**config.mk**
```make
export PLATFORM = sky130hd
export DESIGN_NAME = vt52_escape_decoder_unit
export DESIGN_NICKNAME = d
export VERILOG_FILES = /design/src/sv/vt52_pkg.sv /design/src/sv/vt52_decode.sv /design/src/sv/vt52_result_fifo.sv /design/src/sv/vt52_escape_decoder_unit.sv
export SDC_FILE = /design/constraint.sdc
export NUM_CORES = 1
export LEC_CHECK = 0
export BUFFER_PORTS_ARGS = -buffer_cell sky130_fd_sc_hd__clkbuf_2
export CAP_MARGIN = 20
export CORE_MARGIN = 4
export CORE_UTILIZATION = 30
export DETAILED_ROUTE_END_ITERATION = 6
export PLACE_DENSITY = 0.45
export SLEW_MARGIN = 20
export SYNTH_ARGS = -nofsm -noshare
export SYNTH_HDL_FRONTEND = slang
export SYNTH_SLANG_ARGS = --single-unit
```
**constraint.sdc**
```tcl
create_clock -name clk -period 5.4 [get_ports clk]
set_input_delay 1.08 -clock clk [delete_from_list [all_inputs] [get_ports clk]]
set_output_delay 1.08 -clock clk [all_outputs]
set_load 0.1 [all_outputs]
```
**src/sv/vt52_pkg.sv**
```systemverilog
// Shared types, command codes and the graphics glyph table of the VT52 decoder.
package vt52_pkg;

	localparam int FifoDepth = 4;

	typedef logic [4:0] cmd_t;

	localparam cmd_t CmdPrint      = 5'd0;
	localparam cmd_t CmdAnswerback = 5'd1;
	localparam cmd_t CmdBackspace  = 5'd2;
	localparam cmd_t CmdTab        = 5'd3;
	localparam cmd_t CmdUp         = 5'd4;
	localparam cmd_t CmdDown       = 5'd5;
	localparam cmd_t CmdRight      = 5'd6;
	localparam cmd_t CmdLeft       = 5'd7;
	localparam cmd_t CmdClearHome  = 5'd8;
	localparam cmd_t CmdHome       = 5'd9;
	localparam cmd_t CmdRevLf      = 5'd10;
	localparam cmd_t CmdEraseEos   = 5'd11;
	localparam cmd_t CmdEraseEol   = 5'd12;
	localparam cmd_t CmdPosition   = 5'd13;
	localparam cmd_t CmdIdentify   = 5'd14;
	localparam cmd_t CmdKeypadAlt  = 5'd15;
	localparam cmd_t CmdKeypadNum  = 5'd16;
	localparam cmd_t CmdHoldOn     = 5'd17;
	localparam cmd_t CmdHoldOff    = 5'd18;

	typedef struct packed {
		cmd_t        command;
		logic [15:0] code_point;
		logic [6:0]  row;
		logic [6:0]  column;
		logic        last;
	} result_t;

	// Which of the two result slots carry a result for this byte.
	typedef struct packed {
		logic first;
		logic second;
	} push_t;

	// VT52 graphics set for characters 0x5E..0x7E, index = char - 0x5E.
	function automatic logic [15:0] gfx_glyph(input logic [5:0] idx);
		logic [15:0] g;
		case (idx)
			6'd0, 6'd1, 6'd2:    g = 16'h0020;
			6'd3:                g = 16'h2592;
			6'd4:                g = 16'h215F;
			6'd5, 6'd6, 6'd7:    g = 16'h2591;
			6'd8:                g = 16'h00B0;
			6'd9:                g = 16'h00B1;
			6'd10:               g = 16'h2192;
			6'd11:               g = 16'h2026;
			6'd12:               g = 16'h00F7;
			6'd13:               g = 16'h2193;
			6'd14, 6'd15:        g = 16'h23BA;
			6'd16, 6'd17:        g = 16'h23BB;
			6'd18, 6'd19:        g = 16'h2500;
			6'd20, 6'd21:        g = 16'h23BC;
			6'd22:               g = 16'h2080;
			6'd23:               g = 16'h2081;
			6'd24:               g = 16'h2082;
			6'd25:               g = 16'h2083;
			6'd26:               g = 16'h2084;
			6'd27:               g = 16'h2085;
			6'd28:               g = 16'h2086;
			6'd29:               g = 16'h2087;
			6'd30:               g = 16'h2088;
			6'd31:               g = 16'h2089;
			6'd32:               g = 16'h00B6;
			default:             g = 16'h0020;
		endcase
		return g;
	endfunction

endpackage

```
**src/sv/vt52_decode.sv**
```systemverilog
// Escape sequence state machine and per-byte result decode.
module vt52_decode (
	input  logic              clk,
	input  logic              arst_n,
	input  logic              advance,
	input  logic [6:0]        ch,
	output vt52_pkg::push_t   push,
	output vt52_pkg::result_t res0,
	output vt52_pkg::result_t res1
);
	import vt52_pkg::*;

	typedef enum logic [3:0] {
		PhIdle = 4'b0001,
		PhEsc  = 4'b0010,
		PhRow  = 4'b0100,
		PhCol  = 4'b1000
	} phase_t;

	localparam logic [6:0] ChEnq       = 7'h05;
	localparam logic [6:0] ChBs        = 7'h08;
	localparam logic [6:0] ChTab       = 7'h09;
	localparam logic [6:0] ChEsc       = 7'h1B;
	localparam logic [6:0] ChSpace     = 7'h20;
	localparam logic [6:0] ChDel       = 7'h7F;
	localparam logic [6:0] ChGfxLo     = 7'h5E;
	localparam logic [6:0] ChGfxHi     = 7'h7E;
	localparam logic [6:0] ChA         = 7'h41;
	localparam logic [6:0] ChB         = 7'h42;
	localparam logic [6:0] ChC         = 7'h43;
	localparam logic [6:0] ChD         = 7'h44;
	localparam logic [6:0] ChE         = 7'h45;
	localparam logic [6:0] ChF         = 7'h46;
	localparam logic [6:0] ChG         = 7'h47;
	localparam logic [6:0] ChH         = 7'h48;
	localparam logic [6:0] ChI         = 7'h49;
	localparam logic [6:0] ChJ         = 7'h4A;
	localparam logic [6:0] ChK         = 7'h4B;
	localparam logic [6:0] ChY         = 7'h59;
	localparam logic [6:0] ChZ         = 7'h5A;
	localparam logic [6:0] ChKeyAlt    = 7'h3D;
	localparam logic [6:0] ChKeyNum    = 7'h3E;
	localparam logic [6:0] ChLBracket  = 7'h5B;
	localparam logic [6:0] ChBackslash = 7'h5C;

	phase_t     phase_q, phase_d;
	logic       graphics_q, graphics_d;
	logic       keypad_q, keypad_d;
	logic [6:0] row_byte_q, row_byte_d;
	logic [6:0] gfx_off;
	logic [15:0] glyph;

	function automatic logic [6:0] clamp_pos(input logic [6:0] b);
		return (b >= ChSpace) ? (b - ChSpace) : 7'd0;
	endfunction

	assign gfx_off = ch - ChGfxLo;
	assign glyph = (graphics_q && ch >= ChGfxLo && ch <= ChGfxHi)
		? gfx_glyph(gfx_off[5:0]) : {9'd0, ch};

	always_comb begin
		phase_d    = phase_q;
		graphics_d = graphics_q;
		keypad_d   = keypad_q;
		row_byte_d = row_byte_q;
		push       = '0;
		res0       = '0;
		res1       = '0;
		res0.last  = 1'b1;
		res1.last  = 1'b1;
		unique case (phase_q)
			PhIdle: begin
				if (ch == ChEsc) begin
					phase_d = PhEsc;
				end else if (ch == ChEnq) begin
					push.first = 1'b1;
					res0.command = CmdAnswerback;
				end else if (ch == ChBs) begin
					push.first = 1'b1;
					res0.command = CmdBackspace;
				end else if (ch == ChTab) begin
					push.first = 1'b1;
					res0.command = CmdTab;
				end else if (ch >= ChSpace && ch != ChDel) begin
					push.first = 1'b1;
					res0.command = CmdPrint;
					res0.code_point = glyph;
				end
			end
			PhRow: begin
				row_byte_d = ch;
				phase_d = PhCol;
			end
			PhCol: begin
				push.first = 1'b1;
				res0.command = CmdPosition;
				res0.row = clamp_pos(row_byte_q);
				res0.column = clamp_pos(ch);
				row_byte_d = '0;
				phase_d = PhIdle;
			end
			PhEsc: begin
				phase_d = PhIdle;
				push.first = 1'b1;
				unique case (ch)
					ChA:         res0.command = CmdUp;
					ChB:         res0.command = CmdDown;
					ChC:         res0.command = CmdRight;
					ChD:         res0.command = CmdLeft;
					ChE:         res0.command = CmdClearHome;
					ChH:         res0.command = CmdHome;
					ChI:         res0.command = CmdRevLf;
					ChJ:         res0.command = CmdEraseEos;
					ChK:         res0.command = CmdEraseEol;
					ChZ:         res0.command = CmdIdentify;
					ChLBracket:  res0.command = CmdHoldOn;
					ChBackslash: res0.command = CmdHoldOff;
					ChF: begin
						graphics_d = 1'b1;
						push.first = 1'b0;
					end
					ChG: begin
						graphics_d = 1'b0;
						push.first = 1'b0;
					end
					ChY: begin
						phase_d = PhRow;
						push.first = 1'b0;
					end
					ChKeyAlt: begin
						keypad_d = 1'b1;
						res0.command = CmdKeypadAlt;
					end
					ChKeyNum: begin
						keypad_d = 1'b0;
						res0.command = CmdKeypadNum;
					end
					default: begin
						// unknown escape: replay ESC, then the byte unmapped
						push.second = 1'b1;
						res0.command = CmdPrint;
						res0.code_point = {9'd0, ChEsc};
						res0.last = 1'b0;
						res1.command = CmdPrint;
						res1.code_point = {9'd0, ch};
					end
				endcase
			end
			default: phase_d = PhIdle;
		endcase
	end

	always_ff @(posedge clk or negedge arst_n) begin
		if (!arst_n) begin
			phase_q    <= PhIdle;
			graphics_q <= 1'b0;
			keypad_q   <= 1'b0;
			row_byte_q <= '0;
		end else if (advance) begin
			phase_q    <= phase_d;
			graphics_q <= graphics_d;
			keypad_q   <= keypad_d;
			row_byte_q <= row_byte_d;
		end
	end

`ifndef SYNTHESIS
	assert property (@(posedge clk) disable iff (!arst_n)
		(advance && phase_q == PhEsc && ch == ChKeyAlt) |=> keypad_q)
		else $error("keypad mode not set by ESC =");
	assert property (@(posedge clk) disable iff (!arst_n)
		(advance && phase_q == PhCol) |=> (row_byte_q == '0 && phase_q == PhIdle))
		else $error("position sequence did not return to idle");
	assert property (@(posedge clk) disable iff (!arst_n)
		(advance && phase_q == PhEsc && ch == ChY) |=> phase_q == PhRow)
		else $error("ESC Y did not enter row phase");
	assert property (@(posedge clk) disable iff (!arst_n)
		push.second |-> push.first)
		else $error("second result without first");
`endif
endmodule

```
**src/sv/vt52_result_fifo.sv**
```systemverilog
// Result queue: takes up to two results per cycle, hands out one per transfer.
module vt52_result_fifo #(
	parameter int Depth = vt52_pkg::FifoDepth
) (
	input  logic              clk,
	input  logic              arst_n,
	input  vt52_pkg::push_t   push,
	input  vt52_pkg::result_t din0,
	input  vt52_pkg::result_t din1,
	output logic              room,
	output logic              out_valid,
	input  logic              out_stall,
	output vt52_pkg::result_t dout
);
	import vt52_pkg::*;

	localparam int PtrW = (Depth > 1) ? $clog2(Depth) : 1;
	localparam int CntW = $clog2(Depth + 1);

	result_t           mem_q [Depth];
	logic [PtrW-1:0]   wr_q, rd_q, wr1, wr2, rd1;
	logic [CntW-1:0]   cnt_q;
	logic [1:0]        npush;
	logic              pop;

	function automatic logic [PtrW-1:0] nxt(input logic [PtrW-1:0] p);
		return (p == PtrW'(Depth - 1)) ? '0 : p + PtrW'(1);
	endfunction

	assign wr1 = nxt(wr_q);
	assign wr2 = nxt(wr1);
	assign rd1 = nxt(rd_q);
	assign npush = {1'b0, push.first} + {1'b0, push.second};
	assign room = (cnt_q <= CntW'(Depth - 2));
	assign out_valid = (cnt_q != '0);
	assign pop = out_valid && !out_stall;
	assign dout = mem_q[rd_q];

	always_ff @(posedge clk) begin
		if (push.first) begin
			mem_q[wr_q] <= din0;
		end
		if (push.second) begin
			mem_q[wr1] <= din1;
		end
	end

	always_ff @(posedge clk or negedge arst_n) begin
		if (!arst_n) begin
			wr_q  <= '0;
			rd_q  <= '0;
			cnt_q <= '0;
		end else begin
			if (push.second) begin
				wr_q <= wr2;
			end else if (push.first) begin
				wr_q <= wr1;
			end
			if (pop) begin
				rd_q <= rd1;
			end
			cnt_q <= cnt_q + CntW'(npush) - CntW'(pop);
		end
	end

`ifndef SYNTHESIS
	assert property (@(posedge clk) disable iff (!arst_n)
		cnt_q <= CntW'(Depth))
		else $error("result queue overflow");
`endif
endmodule

```
**src/sv/vt52_escape_decoder_unit.sv**
```systemverilog
// Top level of the VT52 receive decoder: input stage, decode and result queue.
//
// VT52 receive decoder. Each byte taken on the input channel (bit 7 ignored)
// is decoded as VT52 terminal traffic into zero, one or two result transfers
// carrying a display command, a code point for printed characters, a clamped
// row and column for ESC Y, and a last flag on the final result of each byte.
// The byte is held in one input register; the escape state machine and
// glyph table decode it there combinationally and push its results into a
// small result queue, which drives the output channel. One byte is taken
// every cycle as long as the queue has room for two more results; a byte
// waits in the input register until then, and its results are registered
// in the queue before they reach the output. Queue depth is the FIFO_DEPTH
// parameter (at least 2; the default of 4 sustains one byte per cycle when
// the output side keeps up). Bytes that cause no result (control bytes, DEL,
// escape prefixes, ESC F / ESC G, the row byte of ESC Y) still wait for room.
module vt52_escape_decoder_unit #(
	parameter int FIFO_DEPTH = vt52_pkg::FifoDepth
) (
	input  logic        clk,
	input  logic        arst_n,
	// byte input channel
	input  logic        in_valid,
	output logic        in_stall,
	input  logic [7:0]  rx_byte,
	// result output channel
	output logic        out_valid,
	input  logic        out_stall,
	output logic [4:0]  command,
	output logic [15:0] code_point,
	output logic [6:0]  row,
	output logic [6:0]  column,
	output logic        last
);
	import vt52_pkg::*;

	logic       valid_s1;
	logic [6:0] byte_s1;
	logic       room;
	logic       advance;
	logic       in_xfer;
	push_t      dec_push;
	push_t      fifo_push;
	result_t    res0, res1, head;

	// The byte in the input register is decoded once the queue can absorb
	// up to two results; a new transfer is taken when the register is free
	// or is being emptied in the same cycle.
	assign advance  = valid_s1 && room;
	assign in_stall = valid_s1 && !room;
	assign in_xfer  = in_valid && !in_stall;

	always_ff @(posedge clk or negedge arst_n) begin
		if (!arst_n) begin
			valid_s1 <= 1'b0;
		end else if (in_xfer) begin
			valid_s1 <= 1'b1;
		end else if (advance) begin
			valid_s1 <= 1'b0;
		end
	end

	// bit 7 is dropped on the way in
	always_ff @(posedge clk) begin
		if (in_xfer) begin
			byte_s1 <= rx_byte[6:0];
		end
	end

	vt52_decode u_decode (
		.clk     (clk),
		.arst_n  (arst_n),
		.advance (advance),
		.ch      (byte_s1),
		.push    (dec_push),
		.res0    (res0),
		.res1    (res1)
	);

	assign fifo_push.first  = advance && dec_push.first;
	assign fifo_push.second = advance && dec_push.second;

	vt52_result_fifo #(
		.Depth (FIFO_DEPTH)
	) u_fifo (
		.clk       (clk),
		.arst_n    (arst_n),
		.push      (fifo_push),
		.din0      (res0),
		.din1      (res1),
		.room      (room),
		.out_valid (out_valid),
		.out_stall (out_stall),
		.dout      (head)
	);

	assign command    = head.command;
	assign code_point = head.code_point;
	assign row        = head.row;
	assign column     = head.column;
	assign last       = head.last;

`ifndef SYNTHESIS
	assert property (@(posedge clk) disable iff (!arst_n)
		(valid_s1 && !advance) |=> (valid_s1 && $stable(byte_s1)))
		else $error("held byte lost before decode");
`endif
endmodule
```
==> results of run 1 <==
-- logic make-up after synthesis --
kind of cell	synth area share
adder cells (fa/ha/maj)	0.0308
AO/OA/AOI/OAI	0.135
buffers and inverters	0.0520
AND/OR/NAND/NOR	0.157
XOR/XNOR	0.0122
multiplexers	0.201
flip-flops	0.413
other	0.000435
-- layout by cell type (no fill, tap or decap), types with 9 or more instances in the layout --
cell type  synthesis  layout
buf_4             16      28
nor3_1            13      13
o21ai_0           25      25
mux2i_1           94      94
a21oi_1           30      30
nand2_1           35      35
mux4_2            32      32
ha_1              18      18
a211oi_1          13      13
dfxtp_1          100     100
edfxtp_1          35      35
a22o_1             9       9
inv_1             21      21
o2bb2ai_1         13      13
nand3_1           18      18
clkbuf_16          0      17
o22ai_1            9       9
nor2_1           132     128
dfrtp_1           19      18
clkbuf_2           0      44
-- routing by layer --
metal,GRT usage,wire [µm]
met5,0,0
met1,0.229,12100
met4,0.0409,278
met2,0.243,10800
met3,0.0251,818
-- final cells by class --
cell class,count,area share
timing repair buffer,72,0.0439
clock inverter,15,0.0160
tap,378,0.0483
sequential,155,0.363
antenna,1,0.000255
inverter,22,0.00843
multi-input combinational,595,0.477
clock buffer,17,0.0434
-- how the worst max path moves through the flow --
stage                    start         endpoint  slack [ns]  cells past startpoint
6_report            byte_s1[0]  u_fifo.cnt_q[2]        1.55                     10
5_1_grt             byte_s1[1]  u_fifo.cnt_q[2]        1.38                     12
4_1_cts         u_fifo.rd_q[0]        column[3]        1.51                      3
3_5_place_dp        byte_s1[2]  u_fifo.cnt_q[2]        1.59                     12
3_3_place_gp        byte_s1[0]  u_fifo.cnt_q[2]        1.63                     10
2_1_floorplan  u_fifo.cnt_q[1]         in_stall        1.40                      3
-- critical path, cell delays in order, from the launching register on --
cell      delay [ns]
edfxtp_1        0.63
buf_4           0.33
o41ai_2         0.66
a21boi_2        0.29
o22ai_1         0.36
inv_1           0.19
ha_1            0.32
inv_1           0.04
fa_1            0.37
fa_1            0.39
xnor2_1         0.13
-- state kept, by name, summed over array words and instances (netlist names) --
| signal | flops |
|---|---|
| u_fifo.mem_q | 128 |
| valid_s1 | 1 |
| u_fifo.rd_q | 2 |
| byte_s1 | 7 |
| u_decode.phase_q | 4 |
| u_fifo.wr_q | 2 |
| u_fifo.cnt_q | 3 |
| u_decode.graphics_q | 1 |
| u_decode.row_byte_q | 7 |
-- synthesized netlist by cell type (all sizes together), types with 13 or more instances --
cell / instances
buf: 48
nand2: 35
dfrtp: 19
mux2i: 94
ha: 18
mux4: 32
a211oi: 14
dfxtp: 100
o21ai: 28
inv: 21
o22ai: 13
nor3: 14
clkbuf: 25
a21oi: 30
o2bb2ai: 13
nand3: 18
nor2: 132
edfxtp: 35
-- power breakdown --
| group | internal [mW] | total (mW) | switching (mW) |
|---|---|---|---|
| Sequential | 1.34 | 1.49 | 0.157 |
| Clock | 0.617 | 1.18 | 0.563 |
| Combinational | 0.662 | 2.16 | 1.50 |
-- stage by stage --
step,hold slack [ns],utilization,instance area [µm²],total power [mW]
2_1_floorplan,0.443,-,8630,3.20
3_3_place_gp,0.463,0.328,9210,3.70
3_5_place_dp,0.472,0.328,9210,3.70
4_1_cts,0.488,0.349,9800,4.90
5_1_grt,0.516,0.349,9800,5.13
6_report,0.481,0.349,9800,4.84
==> results by group, run 1 <==
Die
  • Rows: 61
  • Initial Util: 0.307
  • Die height: 177 µm
  • Core Region: 28,100 µm²
  • Die X: 177 µm
  • # IOs: 50
  • Full die area: 31,500 µm²

Placed design
  • Setup WS pre-CTS: 1.59 ns
  • # placed instances: 1,222
  • PortBufs: 44
  • Dpl hpwl: 16,400 µm
  • GPL Wtd Cong: 0.841

Layout
  • Share of layout cells above drive strength 1: 0.202
  • Filler cell count: 2,904
  • P&R area growth vs syn: 13.7%
  • Multi-input gate area: 4670 µm²
  • Layout Nets: 895
  • Final Non-Filler Cells: 1,255
  • Seq. cell area: 3560 µm²

Logic synthesis
  • Yosys warns: 0
  • Ys async rst share: 0.129
  • Post-synth EDFFs: 35
  • Cells after Synth: 842
  • Post-synth top area share: 0.232
  • Distinct cells, synth: 82
  • Top cells by area, synth: dfxtp_1 23%, edfxtp_1 12%, mux2i_1 11%
  • #FFs+latches synth: 155
  • Register area share after synthesis: 0.413
  • Mapped cell area: 8620 µm²
  • Synth Flop Type: dfxtp_1
  • Syn_area_per_cell: 10.2 µm²
  • Synth area leader: dfxtp_1

STA
  • Worst-margin pin slew: 0.858 ns
  • Slew Limit Fails: 0
  • Hold Fails Final Rpt: 0
  • Post-route setup slack: 1.55 ns
  • Final setup viols: 0
  • Rel. slew slack: 0.428
  • RSZ-0062 raised after global routing: no
  • Min Tclk post-route: 3.85 ns
  • Final Cycle Share: 0.712
  • Clk_skew: 0.0206 ns
  • Fmax achieved: 0.260 GHz
  • Total negative setup slack: 0 ns

Clock tree
  • CTS tree: done
  • H-tree levels: 4
  • Number of buffers created by CTS: 17
  • CTS resizes: 0
  • Post CTS Setup Buffer Count: 0
  • Clock latency on the worst-skew pair: 0.43 ns
  • Reg clk slew, reported paths: 0.08 ns
  • Clk sink count: 155
  • Root Buffer: clkbuf_16
  • Bufs on Longest Clock Path: 2
  • # hold bufs at CTS: 0

Worst setup path
  • Worst-case reg-to-reg path depth: 10
  • Nature of the critical path startpoint: register
  • WP data required: 5.72 ns
  • CP arrival: 4.17 ns
  • R2r endpoint: u_fifo.cnt_q[2]
  • Crit Path Max Fanout: 21
  • Critical R2R Launch: byte_s1[0]
  • Kind of critical path: register to register
  • R2R Setup Slk: 1.55 ns
  • Endpoint type of the worst setup path: register

Run
  • Max-cap violation count: 0

GRT
  • Initial antenna violation count: 0
  • Vias in the first global route: 6,492
  • First-pass GRT wire length: 38,600 µm
  • Total gr overflow: 0
  • Largest net degree at the start of global routing: 37
  • GRT Util Overall: 0.157

Status
  • Status: finished clean

Drt
  • Total wire length: 24,000 µm
  • WL/cell: 19.2 µm
  • Drt pass-1 iters: 5
  • DR iter-0 viols: 443
  • DR vias/cell: 5.10
  • ANT nets after route: 0
  • DR vias: 6,402
  • DRC viols: 0

Pwr
  • Pleak: 3.57 nW
  • Max IR drop VDD: 0.293 mV
  • PwrDens: 494 nW/µm²

Hold path
  • Worst hold path type: register to register
  • Min-Delay Endpoint: u_fifo.mem_q[0][0]
  • Hold Crit Start: u_fifo.mem_q[0][0]
  • Worst hold path stage count: 2
Power figures use the tool's default switching activity.
==> run 2: changes to the inputs <==
Clock period 5.4 ns to 3.9 ns, I/O delays scaled along.
==> run 2 against run 1 <==
  * Core utilization grew 0.35 points
  * Total power grew 39%
  * Sequential share of layout area down 0.36 points
==> results by group, run 2 (synthesis gave the netlist of run 1 again) <==
GRT
  • First-pass GRT wire length: 38,600 µm (about the same)
  • GR Util met2: 0.243 (about the same)
  • Initial antenna violation count: 0 (unchanged)
  • Met3 GRT Util: 0.0281 (was 0.0251)
  • Largest net degree at the start of global routing: 36 (was 37)
  • Vias in the first global route: 6,434 (was 6,492)
  • GRT Util Overall: 0.157 (about the same)
  • Met1 Use GR: 0.230 (was 0.229)
  • Total gr overflow: 0 (unchanged)
  • Grt peak-use layer: met2 (unchanged)

Drt
  • WL/cell: 19.2 µm (about the same)
  • ANT nets after route: 0 (unchanged)
  • DR vias: 6,521 (was 6,402)
  • DRC viols: 0 (unchanged)
  • Drt pass-1 iters: 4 (was 5)
  • DR vias/cell: 5.13 (was 5.10)
  • Total wire length: 24,300 µm (was 24,000 µm)
  • DR iter-0 viols: 452 (was 443)

Clock tree
  • CTS resizes: 0 (unchanged)
  • Clock latency on the worst-skew pair: 0.43 ns (about the same)
  • # hold bufs at CTS: 0 (unchanged)
  • Reg clk slew, reported paths: 0.07 ns (was 0.08 ns)
  • Root Buffer: clkbuf_16 (unchanged)
  • Clk sink count: 155 (unchanged)
  • Post CTS Setup Buffer Count: 0 (unchanged)
  • Number of buffers created by CTS: 17 (unchanged)
  • H-tree levels: 4 (unchanged)
  • Bufs on Longest Clock Path: 2 (unchanged)
  • CTS tree: done (unchanged)

Pwr
  • PwrDens: 677 nW/µm² (was 494 nW/µm²)
  • Total Power Consumption: 6.70 mW (was 4.84 mW)
  • Pleak: 3.65 nW (was 3.57 nW)
  • Max IR drop VDD: 0.452 mV (was 0.293 mV)

STA
  • Slew Limit Fails: 0 (unchanged)
  • Rel. slew slack: 0.433 (was 0.428)
  • Total negative setup slack: 0 ns (unchanged)
  • Post-route setup slack: 0.307 ns (was 1.55 ns)
  • Fmax achieved: 0.278 GHz (was 0.260 GHz)
  • Worst-margin pin slew: 0.827 ns (was 0.858 ns)
  • Final Cycle Share: 0.921 (was 0.712)
  • Hold Fails Final Rpt: 0 (unchanged)
  • Final setup viols: 0 (unchanged)
  • Min Tclk post-route: 3.59 ns (was 3.85 ns)
  • Clk_skew: 0.0141 ns (was 0.0206 ns)
  • RSZ-0062 raised after global routing: no (unchanged)

Layout
  • Multi-input gate area: 4670 µm² (unchanged)
  • Biggest register: u_fifo.mem_q (unchanged)
  • Commonest non-fill, non-tap cells in the layout: 128 x nor2_1, 100 x dfxtp_1, 94 x mux2i_1, 44 x clkbuf_2, 44 x buf_4 (was 128 x nor2_1, 100 x dfxtp_1, 94 x mux2i_1, 44 x clkbuf_2)
  • Share of layout cells above drive strength 1: 0.216 (was 0.202)
  • Filler cell count: 2,909 (was 2,904)
  • Most common cell after layout, fill and taps aside: nor2_1 (unchanged)
  • Number of flip-flops in the largest register: 128 (unchanged)
  • P&R area growth vs syn: 14.9% (was 13.7%)
  • Layout Nets: 912 (was 895)
  • N_diodes: 0 (was 1)
  • Seq. cell area: 3560 µm² (unchanged)
  • Biggest regs: u_fifo.mem_q: 128 flops, byte_s1: 7 flops, u_decode.row_byte_q: 7 flops (unchanged)

Worst setup path
  • Crit Path Max Fanout: 17 (was 21)
  • Nature of the critical path startpoint: register (unchanged)
  • Endpoint type of the worst setup path: register (unchanged)
  • Kind of critical path: register to register (unchanged)
  • WP data required: 4.22 ns (was 5.72 ns)
  • CP arrival: 3.91 ns (was 4.17 ns)

Placed design
  • Setup WS pre-CTS: 0.327 ns (was 1.59 ns)
  • PortBufs: 44 (unchanged)
  • Dpl hpwl: 16,800 µm (was 16,400 µm)
  • GPL Wtd Cong: 0.805 (was 0.841)

Run
  • Max-cap violation count: 0 (unchanged)

Die
  • Die X: 177 µm (unchanged)
  • Full die area: 31,500 µm² (unchanged)
  • # IOs: 50 (unchanged)
  • Core Region: 28,100 µm² (unchanged)
  • Die height: 177 µm (unchanged)
  • Initial Util: 0.307 (unchanged)
  • Rows: 61 (unchanged)

Hold path
  • Worst hold path type: input pin to asynchronous set/reset pin (was register to register)

Status
  • Status: finished clean (unchanged)
[run 2: cell count changes in the layout (fill, tap and decap cells not counted), sizes merged]
cell	before	now
inv	29	28
clkinv	4	6
buf	28	45
diode	1	0
clkinvlp	4	2
clkbuf	61	62
[run 2: final timing paths]
kind	from	end	slack, ns	depth (start not counted)
max in group asynchronous	arst_n	u_fifo.rd_q[0]	3.16	1
worst max register to register	byte_s1[2]	u_fifo.cnt_q[2]	0.31	10
worst max-delay path	byte_s1[2]	u_fifo.cnt_q[2]	0.31	10
worst min-delay path	arst_n	valid_s1	0.33	1
worst min register to register	u_fifo.mem_q[0][0]	u_fifo.mem_q[0][0]	0.48	2
min in group clk	u_fifo.mem_q[0][0]	u_fifo.mem_q[0][0]	0.48	2
[run 2: area by class of cell]
type                       instances  area share
clock inverter                    14      0.0115
timing repair buffer              89      0.0576
sequential                       155       0.359
inverter                          22     0.00834
multi-input combinational        595       0.472
clock buffer                      18      0.0434
tap                              378      0.0478
[run 2: stage by stage]
| step | cell area [µm²] | instances | utilization | hold slack (ns) |
|---|---|---|---|---|
| 5_1_grt | 9900 | 1271 | 0.352 | 0.368 |
| 2_1_floorplan | 8630 | 845 | - | 0.443 |
| 6_report | 9900 | 1271 | 0.352 | 0.334 |
| 4_1_cts | 9900 | 1271 | 0.352 | 0.339 |
| 3_3_place_gp | 9350 | 1239 | 0.333 | 0.468 |
| 3_5_place_dp | 9350 | 1239 | 0.333 | 0.469 |
[run 2: power breakdown]
part	total, mW	internal [mW]	leakage [nW]	switching, mW
clock	1.56	0.831	0.267	0.725
sequential	2.00	1.85	1.39	0.143
combinational	3.15	0.983	1.99	2.17
[run 2: layer usage]
metal | routed length, µm | part of all wire
met1 | 12100 | 0.50
met2 | 11100 | 0.46
met3 | 753 | 0.031
met4 | 309 | 0.013
met5 | 0 | 0
[run 2: critical path: stages (launching register included)]
cell	delay, ns
edfxtp_1	0.61
and3b_1	0.29
o211ai_1	0.40
a21boi_2	0.57
o22ai_1	0.29
inv_1	0.23
ha_1	0.16
inv_1	0.04
fa_1	0.37
fa_1	0.38
xnor2_1	0.13
